### src/rtl/lpss_pkg.sv
// ----------------------------------------------------------------------------
// lpss_pkg
// Shared types and constants for the latency percentile statistics unit.
// ----------------------------------------------------------------------------
package lpss_pkg;

  localparam int MAX_SAMPLES_DEF = 256;
  localparam int SAMPLE_W        = 32;
  localparam int COUNT_OUT_W     = 9;

  localparam int PCT_95   = 95;
  localparam int PCT_99   = 99;
  localparam int PCT_BASE = 100;

  // floor(2^22 / 100), exact to one correction step for products below 1e8
  localparam int RECIP_M  = 41943;
  localparam int RECIP_SH = 22;
  localparam int RECIP_W  = 16;

  typedef struct packed {
    logic insert;
    logic shift;
  } cell_ctrl_t;

endpackage

### src/rtl/lpss_cell.sv
// ----------------------------------------------------------------------------
// lpss_cell
// One stage of the sorting chain: holds one sample, takes part in insertion
// and shifts towards the head during readout.
// ----------------------------------------------------------------------------
module lpss_cell import lpss_pkg::*; (
  input  logic                clk,
  input  cell_ctrl_t          ctrl,
  input  logic [SAMPLE_W-1:0] sample,
  input  logic                occ,
  input  logic                prev_gt,
  input  logic [SAMPLE_W-1:0] prev_val,
  input  logic [SAMPLE_W-1:0] next_val,
  output logic [SAMPLE_W-1:0] val,
  output logic                gt
);

  // empty cells behave as larger than any sample
  assign gt = !occ || (val > sample);

  always_ff @(posedge clk) begin
    if (ctrl.insert && gt) begin
      val <= prev_gt ? prev_val : sample;
    end else if (ctrl.shift) begin
      val <= next_val;
    end
  end

endmodule

### config.mk
export PLATFORM = sky130hd
export DESIGN_NAME = lpss_cell
export DESIGN_NICKNAME = d
export VERILOG_FILES = /design/src/rtl/lpss_pkg.sv /design/src/rtl/lpss_cell.sv
export SDC_FILE = /design/constraint.sdc
export NUM_CORES = 1
export LEC_CHECK = 0
export ABC_CLOCK_PERIOD_IN_PS = 6870
export BUFFER_PORTS_ARGS = -buffer_cell sky130_fd_sc_hd__buf_2
export CAP_MARGIN = 20
export CORE_MARGIN = 5
export CORE_UTILIZATION = 45
export CTS_CLUSTER_SIZE = 25
export DETAILED_ROUTE_END_ITERATION = 8
export HOLD_SLACK_MARGIN = 0.03
export PLACE_DENSITY = 0.84
export SLEW_MARGIN = 10
export SYNTH_ARGS = -nofsm -noshare
export SYNTH_HDL_FRONTEND = slang
export SYNTH_SLANG_ARGS = --single-unit
export TNS_END_PERCENT = 50
### constraint.sdc
create_clock -name clk -period 6.87 [get_ports clk]
set_input_delay 2.061 -clock clk [delete_from_list [all_inputs] [get_ports clk]]
set_output_delay 2.061 -clock clk [all_outputs]
set_load 0.005 [all_outputs]
==> results.md <==
* Die Ht at 87.4 um
* Area grow syn2layout at 28.6%
* NetSw at 0.000186 W
* Initial core utilization at 0.458
* Largest net degree at the start of global routing at 64
* Clock Sinks at 32
* Synth warnings at 0
* Critical path's slowest cell: or4b_1
* Antenna violations before repair at 0
* Crit path capture type: output pin
* Final GP Congestion at 0.928
* DR WL/cell at 14.3 um
* Worst setup margin at 0.944 ns
* HPWL after DPL at 5460 um
* Switching Fraction at 0.297
* Iter 0 DRT Violations at 69
* Die X at 87.4 um
* Syn Nets at 391
* Via count of the first global-routing pass at approximately 2400
* Largest regs: val x32
* Cell with the most instances on the worst path: buf_2
* RSZ-0062 raised after global routing: false
* P per Cell Area at 181 nW/um^2
* Worst Setup Start Kind: input pin
* Setup TNS at 0 ns
* Worst Path Required at roughly 4.8 ns
* Diodes inserted at 0
* CTS HTree Levels at 2
* Max VDD drop at 86.7 uV
* Vias per cell at 5.06
* Status: finished, final reports clean
* Most flop-heavy register: val
* Row count at 28
* Data arrival, critical path at 3.86 ns
* Routed Antenna Nets at 0
* Combinational Power Share at 0.364
* Routed vias at 2347
* Post-synth cell types at 33
* Mean Syn Cell Area at 10.4 sq um
* CTS Buf Count at 5
* Total track usage at 0.173
* DRT Pass-1 Iters at 4
* # IOs at between 100 and 150
* Root buffer cell: clkbuf_8
* CTS max path bufs at 2
* Port-buffer cells at 133
* Final Slew Violations at 0
* Post-Synth XOR/XNOR Area at 0
* Post-cts sizing count at 0
* Clock Latency Late Sink at between 0.2 and 0.3 ns
* Post-placement cell count at 457
* Final Hold Viols at 0
* First-pass GRT wire length at 10400 um
* Worst path max stage delay at 0.57 ns
* Drt drc at 0
* Tmin final at between 5 and 6 ns
* Adder-cell share of the synthesized area at 0.149
* Synth Instances at about 260
* Max-slew headroom at 0.394
* Setup CP Type: input pin to output pin
* Worst-Margin Slew at 0.909 ns
* Register share of total power at 0.428
* Int Power at 0.000440 W
* Synth Area in Compound Gates at 0.134
* Mux cell area share after synthesis at 0.178
* Crit-path cells: buf_2, inv_1, ha_1, nor2b_1, o211ai_1, a2111oi_0, or4b_1, a21oi_1, o21ai_0, buf_2
* Final clock skew at 0.00696 ns
* Final net count at ~520
* Fraction of layout cells with a size suffix above 1 at 0.458
* Worst-path clk slew at 0.07 ns
* CP max FO at 2
* Final setup vio count at 0
* Max-Cap Viols at 0
* Setup Buffers After CTS at 0
* GRT overflow at 0
* Fin cells at 464
* Largest family of logic cells by synthesized area: multiplexers
* Final core utilization at 0.589
* CTS Hold Bufs at 0
* Pre-CTS setup slack at approximately 0.92 ns
* Post-Syn Area at 2700 sq um
* Max frequency at 169 MHz
* Core box area at 5890 sq um
* Pleak at about 1.8 nW
* Max reg flops at 32
* #FFs+latches synth at 32
* Post-synthesis sequential area ratio at 0.357
* Post-route total power at 0.000626 W
* Routed Wire Length at between 6000 and 7000 um
* Die area at 7640 sq um
* Hold crit path type: flop to flop
* Clock power frac at 0.209
* Post-synthesis simple-gate area fraction at 0.105
* CTS tree: done
* Final worst-path cycle share at 0.863
## placed cells by master, fill, tap and decap left out, types with 2 or more instances in the layout
cell type,n
nand4_1,6
a21o_1,2
buf_2,133
mux2_4,29
clkinv_1,2
nand3_1,3
inv_1,33
a21oi_1,13
ha_1,32
edfxtp_1,32
nand2_1,38
nor2_1,2
a211oi_1,2
mux2_2,4
clkbuf_8,5
o21ai_0,34
## Yosys cell counts
cell	n	area share
a2bb2oi_1	1	0.0033
nand2_1	38	0.053
and4_1	1	0.0033
a221oi_1	1	0.0033
mux2_4	29	0.16
nor3_1	1	0.0019
nand4_1	6	0.014
or4b_1	1	0.0037
clkbuf_1	7	0.0098
mux2_2	4	0.017
o31ai_2	1	0.0046
buf_12	3	0.022
a211oi_1	2	0.0056
ha_1	32	0.15
a41oi_4	1	0.010
nand3_1	3	0.0056
nand2b_1	1	0.0023
o211ai_1	1	0.0028
a21oi_1	13	0.024
o21bai_1	1	0.0028
and2_1	1	0.0023
edfxtp_1	32	0.36
inv_1	33	0.046
o21a_1	1	0.0028
or4_4	1	0.0042
o21ai_0	34	0.063
a21o_1	2	0.0056
a31oi_1	1	0.0023
nor2_1	2	0.0028
a2111oi_0	1	0.0033
nor2b_1	1	0.0023
nand4_2	1	0.0046
or4b_4	1	0.0051
## through the flow
stage | hold WS [ns] | instance area (sq um)
after global routing | 1.46 | 3470
after global placement | 1.34 | 3390
final | 1.35 | 3470
after CTS | 1.37 | 3470
after floorplan | 1.21 | 2700
after detailed placement | 1.36 | 3390
## layer usage
| metal | routed length, um | share of wire | up-vias | track usage |
|---|---|---|---|---|
| met5 | 0 | 0 | - | 0 |
| met4 | 149 | 0.022 | 0 | 0.0683 |
| met3 | 577 | 0.087 | 16 | 0.0388 |
| li1 | - | - | 1193 | - |
| met1 | 2560 | 0.38 | 1042 | 0.193 |
| met2 | 3370 | 0.51 | 96 | 0.315 |
## critical path, delay by kind of cell
family          cells  cell delay [ns]
fa+ha+maj           1             0.29
compound gates      4             0.54
simple gates        2             0.70
buf+inv             3             0.26
## cell type report
class	count	area [sq um]
well taps	75	93.8
repair buffers	134	686
fillers	532	2420
flip-flops and latches	32	961
inverters	33	124
multi-input cells	183	1530
clock inverters	2	7.51
clock buffers	5	68.8
## kinds of logic after synthesis
kind of cell / after synthesis
mux: 33
simple gates: 58
flops: 32
fa+ha+maj: 32
buf+inv: 43
compound gates: 60
## power by group through the flow
stage / registers, W / logic, W / clock network, W
2_1_floorplan: 0.000273 / 0.000148 / 0
3_3_place_gp: 0.000270 / 0.000223 / 0
3_5_place_dp: 0.000272 / 0.000230 / 0
4_1_cts: 0.000268 / 0.000232 / 0.000136
5_1_grt: 0.000271 / 0.000256 / 0.000147
6_report: 0.000268 / 0.000228 / 0.000131
## worst paths after layout
check | from | end | slack, ns | cells past startpoint
max | sample[1] | gt | 0.94 | 10
min | val[30] | val[26] | 1.35 | 5
max reg2reg | val[14] | val[14] | 3.35 | 7
min reg2reg | val[30] | val[26] | 1.35 | 5
No activity file was read; power rests on OpenSTA's default activity.
