`config.mk`:
```
export PLATFORM = sky130hd
export DESIGN_NAME = lpss_div
export DESIGN_NICKNAME = d
export VERILOG_FILES = /design/src/rtl/lpss_pkg.sv /design/src/rtl/lpss_div.sv
export SDC_FILE = /design/constraint.sdc
export NUM_CORES = 1
export LEC_CHECK = 0
export CAP_MARGIN = 20
export CORE_UTILIZATION = 44
export CTS_CLUSTER_DIAMETER = 200
export DETAILED_ROUTE_END_ITERATION = 8
export DONT_BUFFER_PORTS = 1
export PLACE_DENSITY = 0.62
export SLEW_MARGIN = 20
export SYNTH_ARGS = -nofsm -noshare
export SYNTH_HDL_FRONTEND = slang
export SYNTH_SLANG_ARGS = --single-unit
```
`constraint.sdc`:
```
create_clock -name clk -period 5.22 [get_ports clk]
set_input_delay 1.044 -clock clk [delete_from_list [all_inputs] [get_ports clk]]
set_output_delay 1.044 -clock clk [all_outputs]
set_load 0.02 [all_outputs]
```
`src/rtl/lpss_pkg.sv`:
```
// ----------------------------------------------------------------------------
// lpss_pkg
// Shared types and constants for the latency percentile statistics unit.
// ----------------------------------------------------------------------------
package lpss_pkg;

  localparam int MAX_SAMPLES_DEF = 256;
  localparam int SAMPLE_W        = 32;
  localparam int COUNT_OUT_W     = 9;

  localparam int PCT_95   = 95;
  localparam int PCT_99   = 99;
  localparam int PCT_BASE = 100;

  // floor(2^22 / 100), exact to one correction step for products below 1e8
  localparam int RECIP_M  = 41943;
  localparam int RECIP_SH = 22;
  localparam int RECIP_W  = 16;

  typedef struct packed {
    logic insert;
    logic shift;
  } cell_ctrl_t;

endpackage

```
`src/rtl/lpss_div.sv`:
```
// ----------------------------------------------------------------------------
// lpss_div
// Restoring divider, one quotient bit per cycle.
// ----------------------------------------------------------------------------
module lpss_div import lpss_pkg::*; #(
  parameter int DVD_W = 40,
  parameter int DVS_W = 9
) (
  input  logic             clk,
  input  logic             rst,
  input  logic             start,
  input  logic [DVD_W-1:0] dividend,
  input  logic [DVS_W-1:0] divisor,
  output logic             done,
  output logic [DVD_W-1:0] quotient
);

  localparam int STEP_W = $clog2(DVD_W);

  logic [DVD_W-1:0]  quo;
  logic [DVS_W-1:0]  rem;
  logic [DVS_W-1:0]  dvs;
  logic [STEP_W-1:0] step;
  logic              running;

  logic [DVS_W:0] trial;
  logic [DVS_W:0] diff;
  logic           ge;

  assign trial    = {rem, quo[DVD_W-1]};
  assign ge       = trial >= {1'b0, dvs};
  assign diff     = trial - {1'b0, dvs};
  assign quotient = quo;

  always_ff @(posedge clk) begin
    if (rst) begin
      running <= 1'b0;
      done    <= 1'b0;
    end else if (start) begin
      running <= 1'b1;
      done    <= 1'b0;
      quo     <= dividend;
      dvs     <= divisor;
      rem     <= '0;
      step    <= '0;
    end else if (running) begin
      rem  <= ge ? diff[DVS_W-1:0] : trial[DVS_W-1:0];
      quo  <= {quo[DVD_W-2:0], ge};
      step <= step + STEP_W'(1);
      if (step == STEP_W'(DVD_W - 1)) begin
        running <= 1'b0;
        done    <= 1'b1;
      end
    end
  end

endmodule

```
==> metrics.cfg, run 1 <==
[detailed_routing]
wirelength_mm=5.85
postRouteAntennaNets=0
vias_per_cell=5.44
vias=1758
drc_errors=0
drt_iter0_drc=45
first_pass_iters=6
wl_per_cell_um=18.1

[critical_path]
critPathMaxFanout=14
path_buf_inv=3
worstPathCellList=inv_1 > ha_1 > inv_1 > fa_1 > a21o_1 > a221oi_2 > a31oi_1 > buf_4 > mux2_4
crit_top_cell=inv_1
crit_family=compound AO/OA/AOI/OAI gates
cp.required_ps=5320
crit_path_start_kind=flop
crit_slowest_cell=edfxtp_1
path_class=reg -> reg
end_kind=flop
cpPeakStageDelay_ps=520
cp.arrival_ps=2840

[global_route]
grt_usage_pct=16.7
grt_max_degree=57
grt_pass1_vias=1757
grt_overflow=0
antenna_found_initial=0
grt_first_pass_wirelength_mm=9.13

[clock_tree]
cts_made_buffers=9
post_cts_resized=0
path_clk_slew_ps=70
htreeDepth=3
cts_setup_buffers=0
clkLatencyLatePin_ps=350
tritoncts=yes
clockBufferDepth=2
clock-sinks=66
cts_root_buf=clkbuf_8
cts-hold-fix-buffers=0

[final_layout]
final_common_cell=edfxtp_1
layout.nets=285
drive_gt1_share_pct=27.3
num-fill-cells=586
final_cell_mix=edfxtp_1, mux2_2, nor2_1
area.growth.synth_to_final_pct=10.8
antenna_cells=0
final_cells=323

[sta]
fmax_mhz=364
hold_viol_final=0
tightest_slew_ps=942
fin_worst_skew_ps=8.41
max_slew_margin_pct=37.1
rsz0062_at_grt=false
setup_viol_count_final=0
min_period_ps=2740
drv_slew=0
fin_setup_tns_ps=0
post-route-period-util_pct=52.6

[floorplanning]
core_area_um2=6870
std_cell_rows=30
die_y_um=86.6
io_pins=93
dieArea_um2=7510
initial_core_util_pct=45.9
die_w_um=86.6

[synthesis]
syn_area_um2=3150
yosys_warnings=0
muxShareOfSynthArea_pct=15.4
syn_nets=279
synth-seq-cells=66
synth_xor_area_share_pct=1.95
synthAdderAreaFrac_pct=4.61
synthesis.instances=216
synth_top_family_by_area=multiplexers
ys_seq_area_share_pct=62.2
synth_simple_gate_area_share_pct=6.43
ys.flop_type=edfxtp_1
synth_edf_count=64
async_flop_share_pct=0
synth_compound_area_share_pct=6.67
synth.distinct_cells=45
syn_avg_cell_area_um2=14.6

[job]
cap_violations=0

[min_path]
hold_path_class=reg -> reg

[placed_design]
hpwlAfterDp_mm=3.82
gp_congestion=0.827
portBuffers=0
dp_cells=307

[power_and_ir_drop]
power.density_nw_per_um2=390
ir_drop_v=0.000207
p_leak_nw=1.26

[run_status]
status=finished clean

[stage by stage]
step / worst slack [ps] / util, % / total power, mW / hold slack [ps] / instance area, µm²
after floorplan: 1010 / - / 0.830 / 489 / 3150
after global placement: 2610 / 47.5 / 0.858 / 494 / 3260
after detailed placement: 2550 / 47.5 / 0.858 / 502 / 3260
after CTS: 2490 / 50.9 / 1.37 / 513 / 3490
after global routing: 2350 / 50.9 / 1.42 / 576 / 3490
final: 2480 / 50.9 / 1.36 / 513 / 3490
[where the power goes]
group / leakage (nW) / switching (mW) / internal, mW / total (mW)
clock network: 0.112 / 0.199 / 0.314 / 0.514
logic: 0.520 / 0.0870 / 0.0805 / 0.168
registers: 0.629 / 0.0483 / 0.633 / 0.682
total: 1.26 / 0.335 / 1.03 / 1.36
[Yosys cell counts (all sizes together), types with 2 or more instances]
| master | instances | area [µm²] |
|---|---|---|
| nor2 | 17 | 66.3 |
| nand2 | 4 | 15.0 |
| inv | 14 | 52.6 |
| clkbuf | 3 | 11.3 |
| ha | 10 | 125 |
| or2 | 4 | 25.0 |
| nand3 | 5 | 25.0 |
| xor2 | 2 | 17.5 |
| edfxtp | 64 | 1920 |
| buf | 4 | 22.5 |
| mux2 | 40 | 454 |
| mux2i | 3 | 30.0 |
| and3 | 2 | 12.5 |
| a21o | 3 | 22.5 |
| xnor2 | 5 | 43.8 |
| o21ai | 5 | 25.0 |
| o2111ai | 2 | 23.8 |
| a21oi | 5 | 28.8 |
| a211oi | 3 | 27.5 |
| dfxtp | 2 | 40.0 |
| nor2b | 2 | 12.5 |
| or3 | 2 | 12.5 |
[routing by layer]
| layer | vias to the layer above | share of wire (%) | routed length (µm) | global-route usage, % |
|---|---|---|---|---|
| met4 | 0 | 1.2 | 71 | 5.91 |
| met3 | 8 | 10 | 585 | 8.76 |
| met5 | - | 0 | 0 | 0 |
| li1 | 832 | - | - | - |
| met2 | 79 | 44 | 2560 | 23.0 |
| met1 | 839 | 45 | 2640 | 22.2 |
[final timing paths]
check	startpoint	end	slack, ps	cells past startpoint
max	quotient[39]	quotient[0]	2480	9
min	running	done	510	2
max reg2reg	quotient[39]	quotient[0]	2480	9
min reg2reg	running	done	510	2
[cells by family after synthesis]
family / Yosys count
muxes: 43
DFF: 66
buffers and inverters: 21
adders and majority gates: 11
and+or+nand+nor: 41
xor gates and xnor gates: 7
AOI/OAI and AO/OA: 27
[tightest hold or removal path: stages, from the launching register on]
cell and delay [ps]:
dfxtp_1 310, a21oi_1 110, nor3_1 50
[flip-flops by register name, summed over array words and instances (netlist names)]
name	flops
done	1
dvs	9
quotient	40
rem	9
running	1
step	6
[area by class of cell]
cell class                      instances  area (µm²)  share of cell area (%)
Clock inverter                          6         105                    3.01
Timing Repair Buffer                    2        15.0                   0.430
Multi-Input combinational cell        129        1110                    31.8
Tap cell                               96         120                    3.44
Clock buffer                           10         128                    3.65
Inverter                               14        52.6                    1.50
Sequential cell                        66        1960                    56.2
No activity file was read; power rests on OpenSTA's default activity.
==> inputs of run 2 (changes only) <==
==> constraint.sdc (replaced) <==
create_clock -name clk -period 2.9 [get_ports clk]
set_input_delay 0.58 -clock clk [delete_from_list [all_inputs] [get_ports clk]]
set_output_delay 0.58 -clock clk [all_outputs]
set_load 0.02 [all_outputs]
==> run 2 against run 1 <==
Net effect:
- final cell count up 0.93%
- clock skew up 1.6 ps
- critical endpoint is now rem[8]
- critical path type unchanged
- critical path depth unchanged
- die area unchanged
- via count down 1.8%
- fmax up 5.9%
- clock-buffer cell count down 1
==> metrics.cfg, run 2 (synthesis results as in run 1) <==
[final_layout]
layout.nets=289  ; +1.4%
area.growth.synth_to_final_pct=10.5
largest_reg_flops=40  ; unchanged
final_cell_mix=edfxtp_1, mux2_2, nor2_1
fin_util_pct=50.7  ; -0.16 points
final_common_cell=edfxtp_1
final_cells=326  ; +0.93%
antenna_cells=0  ; unchanged
drive_gt1_share_pct=29.6  ; +2.3 points

[sta]
min_period_ps=2590  ; -152 ps
fin_worst_skew_ps=10.0  ; +1.63 ps
fin_setup_tns_ps=0  ; unchanged
timing.hold.ws_ps=304  ; -209 ps
fmax_mhz=386  ; +5.9%
setup_viol_count_final=0  ; unchanged
hold_viol_final=0  ; unchanged
tightest_slew_ps=391  ; -551 ps
max_slew_margin_pct=73.3  ; +36 points
rsz0062_at_grt=false
drv_slew=0  ; unchanged
post-route-period-util_pct=89.4  ; +37 points

[min_path]
worstHoldPathCells=1  ; -1
holdPathEnd=done
hp-start=rst
hold_path_class=in -> reg

[placed_design]
gp_congestion=0.768  ; -7.2%
portBuffers=0  ; unchanged
dp_cells=311  ; +1.3%
hpwlAfterDp_mm=3.75  ; -1.9%

[power_and_ir_drop]
ir_drop_v=0.000322  ; +56%
p_leak_nw=1.26  ; about the same
power.density_nw_per_um2=656  ; +68%
finalPower_mw=2.29  ; +68%

[clock_tree]
cts_root_buf=clkbuf_8
htreeDepth=3  ; unchanged
cts_made_buffers=9  ; unchanged
clockBufferDepth=2  ; unchanged
clkLatencyLatePin_ps=340  ; about the same
post_cts_resized=0  ; unchanged
cts_setup_buffers=0  ; unchanged
cts-hold-fix-buffers=0  ; unchanged
path_clk_slew_ps=70  ; about the same
clock-sinks=66  ; unchanged
tritoncts=yes

[detailed_routing]
wl_per_cell_um=17.1  ; -5.7%
vias=1726  ; -1.8%
postRouteAntennaNets=0  ; unchanged
first_pass_iters=4  ; -2
wirelength_mm=5.57  ; -4.9%
vias_per_cell=5.29  ; -2.7%
drc_errors=0  ; unchanged
drt_iter0_drc=92  ; +100%

[critical_path]
end_kind=flop
regToRegEndpoint=rem[8]
rrSetupSlack_ps=310  ; -2170 ps
crit_path_start_kind=flop
cp.required_ps=2990  ; -2330 ps
critPathMaxFanout=3  ; -11
reg2regPathDepth=9  ; unchanged
path_class=reg -> reg
reg2reg_from=quotient[39]
cp.arrival_ps=2680  ; -160 ps

[floorplanning]
std_cell_rows=30  ; unchanged
dieArea_um2=7510  ; unchanged
die_w_um=86.6  ; unchanged
die_y_um=86.6  ; unchanged
io_pins=93  ; unchanged
initial_core_util_pct=45.9  ; unchanged
core_area_um2=6870  ; unchanged

[global_route]
grt_overflow=0  ; unchanged
antenna_found_initial=0  ; unchanged
grt_first_pass_wirelength_mm=8.68  ; -4.9%
grt_usage_pct=15.9  ; -0.73 points
grt_pass1_vias=1729  ; -1.6%
grt_max_degree=57  ; unchanged

[job]
cap_violations=0  ; unchanged

[run_status]
status=finished clean

==> run 2: changes by cell type in the layout (fill, tap and decap cells not counted) <==
cell,delta
buf_4,+4
bufinv_16,-2
clkbuf_1,-1
clkinv_1,-2
clkinv_2,+1
clkinv_4,+1
clkinvlp_4,+1
inv_6,+1
==> run 2: worst max-delay path: stages, from the launching register on <==
cell and delay (ps):
edfxtp_1 390, inv_1 70, ha_1 170, inv_1 60
fa_1 410, a21o_1 220, a221oi_2 340, nor2_1 80
or4_1 420, o2111a_1 170
==> run 2: per-stage QoR <==
| step | setup slack, ps | instance area, µm² |
|---|---|---|
| 2_1_floorplan | 70.0 | 3150 |
| 3_3_place_gp | 456 | 3290 |
| 3_5_place_dp | 339 | 3290 |
| 4_1_cts | 310 | 3480 |
| 5_1_grt | 179 | 3480 |
| 6_report | 308 | 3480 |
==> run 2: final cells by class <==
| type | instances | area (µm²) |
|---|---|---|
| inverters | 14 | 52.6 |
| flip-flops and latches | 66 | 1960 |
| repair buffers | 6 | 45.0 |
| fillers | 586 | 3390 |
| well taps | 96 | 120 |
| multi-input cells | 129 | 1110 |
| clock buffers | 9 | 124 |
| clock inverters | 6 | 67.6 |
==> run 2: power breakdown <==
group / switching, mW / leakage (nW) / internal [mW]
registers: 0.0846 / 0.629 / 1.14
logic: 0.152 / 0.539 / 0.152
clock network: 0.363 / 0.0917 / 0.395
==> run 2: metal layers <==
metal / wire length [µm] / vias up / global-route usage, %
met2: 2520 / 63 / 23.4
met5: 0 / - / 0
met1: 2440 / 820 / 19.3
li1: - / 834 / -
met4: 116 / 0 / 7.73
met3: 491 / 9 / 8.29
==> run 2: how the worst max path moves through the flow <==
stage / startpoint / to / slack, ps / cells past startpoint
3_5_place_dp: quotient[39] / rem[8] / 340 / 9
3_3_place_gp: quotient[39] / rem[8] / 460 / 9
6_report: quotient[39] / rem[8] / 310 / 9
4_1_cts: quotient[39] / rem[8] / 310 / 9
5_1_grt: quotient[39] / rem[8] / 180 / 9
2_1_floorplan: start / quotient[0] / 70 / 3
